## config.mk

```make
export PLATFORM = sky130hd
export DESIGN_NAME = octave_tuner_wiper_step_unit
export DESIGN_NICKNAME = d
export VERILOG_FILES = /design/src/sv/otws_pkg.sv /design/src/sv/octave_tuner_wiper_step_unit.sv /design/src/sv/otws_front.sv /design/src/sv/otws_queue.sv /design/src/sv/otws_back.sv
export SDC_FILE = /design/constraint.sdc
export NUM_CORES = 2
export LEC_CHECK = 0
export BUFFER_PORTS_ARGS = -buffer_cell sky130_fd_sc_hd__clkbuf_2
export CAP_MARGIN = 10
export CORE_ASPECT_RATIO = 1.4
export CORE_MARGIN = 5
export CORE_UTILIZATION = 40
export CTS_CLUSTER_DIAMETER = 50
export DETAILED_ROUTE_END_ITERATION = 16
export PLACE_DENSITY = 0.59
export SYNTH_ARGS = -nofsm -noshare
export SYNTH_HDL_FRONTEND = slang
export SYNTH_SLANG_ARGS = --single-unit
```

## constraint.sdc

```tcl
create_clock -name clk -period 10.8 [get_ports clk]
set_clock_uncertainty 0.05 [all_clocks]
set_input_delay 3.24 -clock clk [delete_from_list [all_inputs] [get_ports clk]]
set_output_delay 3.24 -clock clk [all_outputs]
set_load 0.1 [all_outputs]
```

## src/sv/otws_pkg.sv

```systemverilog
`timescale 1ns / 1ps
// ----------------------------------------------------------------------------
// Octave tuner wiper step package
// Shared widths, reset values, action and register codes, and the structs
// that travel between the front end, the command queue and the back end.
// ----------------------------------------------------------------------------
package otws_pkg;

  localparam int FREQ_BITS_DEF = 24;
  localparam int FRAC_BITS     = 8;
  localparam int BASE_W        = 16;
  localparam int BAND_W        = 24;
  localparam int STEP_W        = 8;
  localparam int WIPER_W       = 8;
  localparam int ACT_W         = 3;
  localparam int CFG_IDX_W     = 3;
  localparam int CFG_DATA_W    = 24;

  // Command queue depth; must be a power of two so the pointers wrap.
  localparam int QDEPTH        = 4;
  localparam int QPTR_W        = $clog2(QDEPTH);

  // Base frequency resets to 55/32 Hz in fixed point.
  localparam logic [BASE_W-1:0]  BASE_RESET        = BASE_W'((55 << FRAC_BITS) / 32);
  localparam logic [BAND_W-1:0]  FINE_BAND_RESET   = BAND_W'(128);
  localparam logic [BAND_W-1:0]  COARSE_BAND_RESET = BAND_W'(2560);
  localparam logic [STEP_W-1:0]  FINE_STEP_RESET   = STEP_W'(1);
  localparam logic [STEP_W-1:0]  COARSE_STEP_RESET = STEP_W'(10);
  localparam logic [WIPER_W-1:0] WIPER_RESET       = WIPER_W'(128);
  localparam logic [WIPER_W-1:0] WIPER_MAX         = '1;

  typedef enum logic [ACT_W-1:0] {
    ACT_HOLD      = 3'd0,
    ACT_FINE_DN   = 3'd1,
    ACT_FINE_UP   = 3'd2,
    ACT_COARSE_DN = 3'd3,
    ACT_COARSE_UP = 3'd4
  } action_t;

  typedef enum logic [CFG_IDX_W-1:0] {
    REG_BASE_FREQ   = 3'd0,
    REG_FINE_BAND   = 3'd1,
    REG_COARSE_BAND = 3'd2,
    REG_FINE_STEP   = 3'd3,
    REG_COARSE_STEP = 3'd4
  } reg_idx_t;

  typedef struct packed {
    logic [BASE_W-1:0] base_freq;
    logic [BAND_W-1:0] fine_band;
    logic [BAND_W-1:0] coarse_band;
    logic [STEP_W-1:0] fine_step;
    logic [STEP_W-1:0] coarse_step;
  } cfg_t;

  // Classified wiper command handed from the front end to the back end.
  typedef struct packed {
    action_t           action;
    logic              above;
    logic [STEP_W-1:0] step;
  } step_cmd_t;

endpackage

```

## src/sv/octave_tuner_wiper_step_unit.sv

```systemverilog
`timescale 1ns / 1ps
// A result passes the two front-end stages, the 4-entry queue and the output register.
// Throughput while out_stall is low: one transaction per cycle; the front end squares and
// searches octaves in a two-stage pipeline; the back end updates the wiper once per cycle.
// Reset: synchronous active-low rst_n restores the register defaults, sets the wiper to
// mid scale and empties every pipeline stage and the queue; there is no clearing pass.
// ----------------------------------------------------------------------------
// Octave tuner wiper step unit
// Finds the nearest octave of the base frequency for each measured frequency
// and steps a saturating potentiometer wiper toward it.
// ----------------------------------------------------------------------------
module octave_tuner_wiper_step_unit #(
  parameter int FREQ_BITS = otws_pkg::FREQ_BITS_DEF
) (
  input  logic                              clk,
  input  logic                              rst_n,
  // Frequency input channel.
  input  logic                              in_valid,
  output logic                              in_stall,
  input  logic [FREQ_BITS-1:0]              in_frequency,
  // Result channel.
  output logic                              out_valid,
  input  logic                              out_stall,
  output logic [otws_pkg::WIPER_W-1:0]      out_wiper_value,
  output logic [FREQ_BITS-1:0]              out_target_freq,
  output logic [otws_pkg::ACT_W-1:0]        out_action,
  // Configuration write channel.
  input  logic                              cfg_valid,
  output logic                              cfg_ready,
  input  logic [otws_pkg::CFG_IDX_W-1:0]    cfg_index,
  input  logic [otws_pkg::CFG_DATA_W-1:0]   cfg_wdata
);
  import otws_pkg::*;

  cfg_t                 cfg_r;
  cfg_t                 cfg_nxt;
  logic                 q_full;
  logic                 q_empty;
  logic                 push;
  logic                 pop;
  logic [FREQ_BITS-1:0] push_target;
  logic [FREQ_BITS-1:0] head_target;
  step_cmd_t            push_cmd;
  step_cmd_t            head_cmd;

  // Configuration writes are always taken; the user must write them only while the
  // datapath is idle (the block does not enforce it), as the registers feed all stages directly.
  assign cfg_ready = 1'b1;

  always_comb begin
    cfg_nxt = cfg_r;
    if (cfg_valid) begin
      unique case (cfg_index)
        REG_BASE_FREQ:   cfg_nxt.base_freq   = cfg_wdata[BASE_W-1:0];
        REG_FINE_BAND:   cfg_nxt.fine_band   = cfg_wdata[BAND_W-1:0];
        REG_COARSE_BAND: cfg_nxt.coarse_band = cfg_wdata[BAND_W-1:0];
        REG_FINE_STEP:   cfg_nxt.fine_step   = cfg_wdata[STEP_W-1:0];
        REG_COARSE_STEP: cfg_nxt.coarse_step = cfg_wdata[STEP_W-1:0];
        default: ;
      endcase
    end
  end

  always_ff @(posedge clk) begin
    if (!rst_n) begin
      cfg_r.base_freq   <= BASE_RESET;
      cfg_r.fine_band   <= FINE_BAND_RESET;
      cfg_r.coarse_band <= COARSE_BAND_RESET;
      cfg_r.fine_step   <= FINE_STEP_RESET;
      cfg_r.coarse_step <= COARSE_STEP_RESET;
    end else begin
      cfg_r <= cfg_nxt;
    end
  end

  // Front end: square, octave search and error classification.
  otws_front #(.FREQ_BITS(FREQ_BITS)) u_front (
    .clk          (clk),
    .rst_n        (rst_n),
    .cfg          (cfg_r),
    .in_valid     (in_valid),
    .in_frequency (in_frequency),
    .in_stall     (in_stall),
    .q_full       (q_full),
    .push         (push),
    .push_target  (push_target),
    .push_cmd     (push_cmd)
  );

  // The queue lets the front end keep accepting while the result is stalled.
  otws_queue #(.FREQ_BITS(FREQ_BITS)) u_queue (
    .clk         (clk),
    .rst_n       (rst_n),
    .push        (push),
    .push_target (push_target),
    .push_cmd    (push_cmd),
    .full        (q_full),
    .pop         (pop),
    .empty       (q_empty),
    .head_target (head_target),
    .head_cmd    (head_cmd)
  );

  // Back end: the wiper state and the output register.
  otws_back #(.FREQ_BITS(FREQ_BITS)) u_back (
    .clk             (clk),
    .rst_n           (rst_n),
    .q_empty         (q_empty),
    .head_target     (head_target),
    .head_cmd        (head_cmd),
    .pop             (pop),
    .out_valid       (out_valid),
    .out_stall       (out_stall),
    .out_wiper_value (out_wiper_value),
    .out_target_freq (out_target_freq),
    .out_action      (out_action)
  );

endmodule

```

## src/sv/otws_front.sv

```systemverilog
`timescale 1ns / 1ps
// ----------------------------------------------------------------------------
// Octave tuner front end
// Accepts frequencies, finds the nearest octave target and classifies the
// error into a wiper command that is pushed into the command queue.
// ----------------------------------------------------------------------------
module otws_front #(
  parameter int FREQ_BITS = otws_pkg::FREQ_BITS_DEF
) (
  input  logic                  clk,
  input  logic                  rst_n,
  input  otws_pkg::cfg_t        cfg,
  input  logic                  in_valid,
  input  logic [FREQ_BITS-1:0]  in_frequency,
  output logic                  in_stall,
  input  logic                  q_full,
  output logic                  push,
  output logic [FREQ_BITS-1:0]  push_target,
  output otws_pkg::step_cmd_t   push_cmd
);
  import otws_pkg::*;

  localparam int PROD_W = 2 * FREQ_BITS;
  localparam int SQB_W  = 2 * BASE_W;
  localparam int EW     = (FREQ_BITS > BAND_W) ? FREQ_BITS : BAND_W;

  logic                 s1_v_r;
  logic [FREQ_BITS-1:0] s1_freq_r;
  logic [PROD_W-1:0]    s1_fsq_r;
  logic [SQB_W-1:0]     s1_bsq_r;
  logic                 s2_v_r;
  logic [FREQ_BITS-1:0] s2_freq_r;
  logic [FREQ_BITS-1:0] s2_target_r;

  logic                 s1_ready;
  logic                 s2_ready;
  logic                 accept;
  logic                 s1_adv;
  logic [FREQ_BITS-1:0] target_nxt;
  logic [PROD_W-1:0]    shifted;
  logic [PROD_W-1:0]    limit;

  logic                 above;
  logic [FREQ_BITS-1:0] err;
  logic [EW-1:0]        err_x;

  assign s2_ready = !s2_v_r || !q_full;
  assign s1_ready = !s1_v_r || s2_ready;
  assign s1_adv   = s1_v_r && s2_ready;
  assign accept   = in_valid && s1_ready;
  assign in_stall = !s1_ready;
  assign push     = s2_v_r && !q_full;

  always_ff @(posedge clk) begin
    if (!rst_n) begin
      s1_v_r <= 1'b0;
      s2_v_r <= 1'b0;
    end else begin
      if (s1_ready) begin
        s1_v_r <= in_valid;
      end
      if (s2_ready) begin
        s2_v_r <= s1_v_r;
      end
    end
  end

  // Squares are registered before the octave compare array.
  always_ff @(posedge clk) begin
    if (accept) begin
      s1_freq_r <= in_frequency;
      s1_fsq_r  <= PROD_W'(in_frequency) * PROD_W'(in_frequency);
      s1_bsq_r  <= SQB_W'(cfg.base_freq) * SQB_W'(cfg.base_freq);
    end
    if (s1_adv) begin
      s2_freq_r   <= s1_freq_r;
      s2_target_r <= target_nxt;
    end
  end

  // Doubling i is taken when base*2^(i+1) still fits and f*f >= 2*(base*2^i)^2.
  // Both tests are monotone in i, so the last passing doubling sets the target.
  always_comb begin
    target_nxt = FREQ_BITS'(cfg.base_freq);
    shifted    = '0;
    limit      = '0;
    for (int i = 0; i < FREQ_BITS; i++) begin
      shifted = PROD_W'(cfg.base_freq) << (i + 1);
      limit   = PROD_W'(s1_bsq_r) << (2 * i + 1);
      if ((shifted[PROD_W-1:FREQ_BITS] == '0) && (s1_fsq_r >= limit)) begin
        target_nxt = shifted[FREQ_BITS-1:0];
      end
    end
  end

  always_comb begin
    above       = s2_freq_r > s2_target_r;
    err         = above ? (s2_freq_r - s2_target_r) : (s2_target_r - s2_freq_r);
    err_x       = EW'(err);
    push_target = s2_target_r;
    push_cmd.above = above;
    if (err_x <= EW'(cfg.fine_band)) begin
      push_cmd.action = ACT_HOLD;
      push_cmd.step   = '0;
    end else if (err_x <= EW'(cfg.coarse_band)) begin
      push_cmd.action = above ? ACT_FINE_DN : ACT_FINE_UP;
      push_cmd.step   = cfg.fine_step;
    end else begin
      push_cmd.action = above ? ACT_COARSE_DN : ACT_COARSE_UP;
      push_cmd.step   = cfg.coarse_step;
    end
  end

endmodule

```

## src/sv/otws_queue.sv

```systemverilog
`timescale 1ns / 1ps
// ----------------------------------------------------------------------------
// Octave tuner command queue
// Small FIFO of classified wiper commands between front end and back end.
// ----------------------------------------------------------------------------
module otws_queue #(
  parameter int FREQ_BITS = otws_pkg::FREQ_BITS_DEF
) (
  input  logic                  clk,
  input  logic                  rst_n,
  input  logic                  push,
  input  logic [FREQ_BITS-1:0]  push_target,
  input  otws_pkg::step_cmd_t   push_cmd,
  output logic                  full,
  input  logic                  pop,
  output logic                  empty,
  output logic [FREQ_BITS-1:0]  head_target,
  output otws_pkg::step_cmd_t   head_cmd
);
  import otws_pkg::*;

  logic [FREQ_BITS-1:0] target_mem [QDEPTH];
  step_cmd_t            cmd_mem    [QDEPTH];
  logic [QPTR_W-1:0]    wr_ptr_r;
  logic [QPTR_W-1:0]    rd_ptr_r;
  logic [QPTR_W:0]      cnt_r;
  logic [QPTR_W:0]      cnt_nxt;

  assign full        = cnt_r == (QPTR_W + 1)'(QDEPTH);
  assign empty       = cnt_r == '0;
  assign head_target = target_mem[rd_ptr_r];
  assign head_cmd    = cmd_mem[rd_ptr_r];

  always_comb begin
    cnt_nxt = cnt_r;
    if (push && !pop) begin
      cnt_nxt = cnt_r + 1'b1;
    end else if (pop && !push) begin
      cnt_nxt = cnt_r - 1'b1;
    end
  end

  always_ff @(posedge clk) begin
    if (!rst_n) begin
      wr_ptr_r <= '0;
      rd_ptr_r <= '0;
      cnt_r    <= '0;
    end else begin
      cnt_r <= cnt_nxt;
      if (push) begin
        wr_ptr_r <= wr_ptr_r + 1'b1;
      end
      if (pop) begin
        rd_ptr_r <= rd_ptr_r + 1'b1;
      end
    end
  end

  always_ff @(posedge clk) begin
    if (push) begin
      target_mem[wr_ptr_r] <= push_target;
      cmd_mem[wr_ptr_r]    <= push_cmd;
    end
  end

endmodule

```

## src/sv/otws_back.sv

```systemverilog
`timescale 1ns / 1ps
// ----------------------------------------------------------------------------
// Octave tuner back end
// Applies queued commands to the wiper state with saturation and holds the
// result in the output register.
// ----------------------------------------------------------------------------
module otws_back #(
  parameter int FREQ_BITS = otws_pkg::FREQ_BITS_DEF
) (
  input  logic                              clk,
  input  logic                              rst_n,
  input  logic                              q_empty,
  input  logic [FREQ_BITS-1:0]              head_target,
  input  otws_pkg::step_cmd_t               head_cmd,
  output logic                              pop,
  output logic                              out_valid,
  input  logic                              out_stall,
  output logic [otws_pkg::WIPER_W-1:0]      out_wiper_value,
  output logic [FREQ_BITS-1:0]              out_target_freq,
  output logic [otws_pkg::ACT_W-1:0]        out_action
);
  import otws_pkg::*;

  logic                 out_valid_r;
  logic [WIPER_W-1:0]   wiper_r;
  logic [WIPER_W-1:0]   wiper_nxt;
  logic [FREQ_BITS-1:0] out_target_r;
  action_t              out_action_r;
  logic [WIPER_W:0]     sum;

  assign pop             = !q_empty && (!out_valid_r || !out_stall);
  assign out_valid       = out_valid_r;
  assign out_wiper_value = wiper_r;
  assign out_target_freq = out_target_r;
  assign out_action      = out_action_r;

  always_comb begin
    sum = (WIPER_W + 1)'(wiper_r) + (WIPER_W + 1)'(head_cmd.step);
    if (head_cmd.above) begin
      wiper_nxt = (WIPER_W'(head_cmd.step) > wiper_r) ? '0 : wiper_r - WIPER_W'(head_cmd.step);
    end else begin
      wiper_nxt = sum[WIPER_W] ? WIPER_MAX : sum[WIPER_W-1:0];
    end
  end

  always_ff @(posedge clk) begin
    if (!rst_n) begin
      out_valid_r <= 1'b0;
      wiper_r     <= WIPER_RESET;
    end else begin
      if (pop) begin
        out_valid_r <= 1'b1;
        wiper_r     <= wiper_nxt;
      end else if (!out_stall) begin
        out_valid_r <= 1'b0;
      end
    end
  end

  always_ff @(posedge clk) begin
    if (pop) begin
      out_target_r <= head_target;
      out_action_r <= head_cmd.action;
    end
  end

endmodule

```

==> metrics.yaml <==
timing:
  worst_pin_slew_ns: 1.21
  setup_violations: 0
  period_share_pct: 93.4
  min_period_ns: 10.08
  slew_viol_final: 0
  hold_violations: 0
  clock.fmax_ghz: 0.0992
  setup_tns_ns: 0
  slew-limit-headroom_pct: 18.6
  rsz0062_at_grt: "no"
worst_setup_path:
  cp.depth: 28
  crit_path_start_kind: "primary input"
  endpoint: "u_front.s1_fsq_r[44]"
  cp_num_buf_inv: 8
  crit_top_cell: "fa_1"
  crit_slowest_cell: "fa_1"
  cpPeakStageDelay_ns: 0.56
  cp_top_family: "adder cells"
  worstPathMaxFanout: 9
  reg2reg_to: "u_queue.cmd_mem[2][10]"
  path_class: "primary input to register"
  r2r_setup_slack_ns: 3.03
  reg2reg_from: "u_front.push_target[0]"
  arrival_ns: 10.44
  required_ns: 11.16
  cp-startpoint: "in_frequency[11]"
  endpoint_kind: "register"
  r2r_cells: 26
grt:
  antenna_found_initial: 3
  grt_pass1_wl_mm: 264
  grt_max_degree: 100
  grt_use_total_pct: 22.8
  grt_overflow: 0
  grt_pass1_vias: 46115
clock_tree:
  cts_hold_buf: 0
  root_buffer: "clkbuf_16"
  postCtsSetupRepairBufs: 0
  clk_pin_slew_ns: 0.05
  clk_latency_ns: 0.67
  cts.sinks: 420
  cts-buffers-inserted: 55
  clock_path_buffers: 3
  tritoncts: "yes"
  cts-resized-gates: 0
  h-tree-depth: 2
outcome:
  status: "finished clean"
synthesis:
  synthCells: 5907
  yosysTopAreaCell: "fa_1"
  synth-seq-cells: 420
  synth_edf_count: 320
  yosysSeqAreaShare_pct: 20.7
  synth_area_leaders: "fa_1 21%, ha_1 20%, edfxtp_1 17%"
  async_flop_share_pct: 0
  yosys.area.top_type_share_pct: 21.5
  yosys_warnings: 0
  synth_cell_types: 105
  syn_area_um2: 56200
  syn_nets: 7446
  avgSynthCellArea_um2: 9.51
  synth_top_flop_cell: "edfxtp_1"
floorplan:
  core_um2: 139000
  die_y_um: 453
  start_util_pct: 40.3
  ios: 94
  fp-row-count: 162
  die-area_um2: 148000
  die_w_um: 327
routing:
  vias_per_cell: 5.59
  wl_per_cell_um: 21.6
  num_vias: 43951
  antenna_left: 0
  drt_wl_total_mm: 170
  drt-initial-drc-count: 2751
  drc: 0
  firstDrtPassIters: 7
finish:
  diodes: 0
  synthToLayoutAreaGrowth_pct: 9.10
  drive_gt1_share_pct: 7.37
  nNetsFinal: 7547
place:
  io_buffers: 92
  gp_congestion: 0.937
  place_hpwl_mm: 132
worst_hold_path:
  min_path_cells: 0
  min_path_type: "register to register"
run:
  maxCapViolCount: 0
cell usage in the layout, fill, tap and decap left out, types with 18 or more instances in the layout:
master,Yosys,final
a221oi_1,20,20
nand2_1,536,536
edfxtp_1,320,320
nor4_1,19,19
and2_1,169,165
a31oi_1,32,32
dfxtp_1,100,99
nor2b_1,38,36
a211oi_1,53,52
clkbuf_16,0,57
o21a_1,47,47
buf_4,7,152
clkbuf_2,2,92
fa_1,603,603
o211ai_1,46,46
ha_1,880,880
inv_1,1000,1000
nor3_1,69,69
mux4_2,36,36
and3_1,33,33
xor2_1,34,34
o21bai_1,22,22
nand2b_1,38,38
o21ai_0,175,174
a21o_1,146,146
and4_1,18,18
nand4_1,96,96
a21oi_1,318,318
xnor2_1,79,79
mux2i_1,27,27
nand3_1,83,83
a21boi_0,87,87
nor2_1,299,298
layout make-up:
class                      count  area (um2)
clock buffer                  63        1450
clock inverter                40         500
fill                       13486       78200
inverter                    1005        3770
multi-input combinational   4278       40000
sequential                   420       11600
tap                         1804        2260
timing repair buffer         248        1680
sequential cells by signal, indices dropped and copies added, names as in the netlist, named ones only:
name	cells
u_queue.cnt_r	3
u_front.s1_v_r	1
u_queue.wr_ptr_r	2
u_front.s1_bsq_r	31
u_back.out_valid	1
cfg_r	80
u_queue.target_mem	96
u_back.out_action	3
u_back.out_target_freq	24
u_queue.cmd_mem	48
u_front.push_target	24
u_front.s1_freq_r	23
u_front.s1_fsq_r	47
u_back.out_wiper_value	8
u_queue.rd_ptr_r	2
u_front.s2_freq_r	24
u_front.s2_v_r	1
cell families (layout without fill, tap and decap cells):
group,Yosys count,in the layout,synth area share [%]
compound gates,1147,1147,13.7
xor+xnor,113,113,1.76
fa+ha+maj,1483,1483,41.1
buf+inv,1209,1356,8.18
flops,420,420,20.7
mux,67,67,2.00
other cells,1,1,0.00667
simple gates,1467,1467,12.6
through the flow:
stage                     hold WS [ns]  area [um2]  worst slack, ns  std cells  utilization, %
after CTS                        0.384       61300            0.721       7858            44.0
after global routing             0.400       61300            0.282       7858            44.0
final                            0.381       61300            0.716       7858            44.0
after floorplan                  0.350       56200            0.483       5907               -
after detailed placement         0.366       59400           0.0185       7755            42.6
after global placement           0.363       59400           0.0658       7755            42.6
worst min path at each step:
stage                            end  slack, ns                   from
2_1_floorplan  u_front.s2_freq_r[10]       0.35  u_front.s1_freq_r[10]
3_3_place_gp    u_front.s2_freq_r[8]       0.36   u_front.s1_freq_r[8]
3_5_place_dp    u_front.s2_freq_r[8]       0.37   u_front.s1_freq_r[8]
4_1_cts         u_front.s2_freq_r[8]       0.38   u_front.s1_freq_r[8]
5_1_grt         u_front.s2_freq_r[8]       0.40   u_front.s1_freq_r[8]
6_report        u_front.s2_freq_r[8]       0.38   u_front.s1_freq_r[8]
metal layers:
metal / vias to the layer above / track usage (%) / wire length (um)
li1: 20406 / - / -
met1: 21676 / 25.6 / 64400
met2: 1328 / 41.7 / 85900
met3: 537 / 2.57 / 7790
met4: 4 / 13.1 / 11900
met5: - / 0 / 34
Yosys cell counts (all sizes together) (33+ instances only):
master  number
xor2        34
inv       1002
o211ai      47
and2       170
nand4       98
dfxtp      100
xnor2       79
nand2b      38
edfxtp     320
nor2b       38
and3        33
a31oi       34
nand3       83
buf         46
a211oi      54
nand2      537
nor2       299
a21o       146
nor3        69
a21oi      321
fa         603
mux4        36
o21ai      188
o21a        47
ha         880
clkbuf     158
a21boi      88
Power is left out: the tool's default activity adds up to more than one toggle a clock period on the data nets, which glitch-free logic cannot reach.
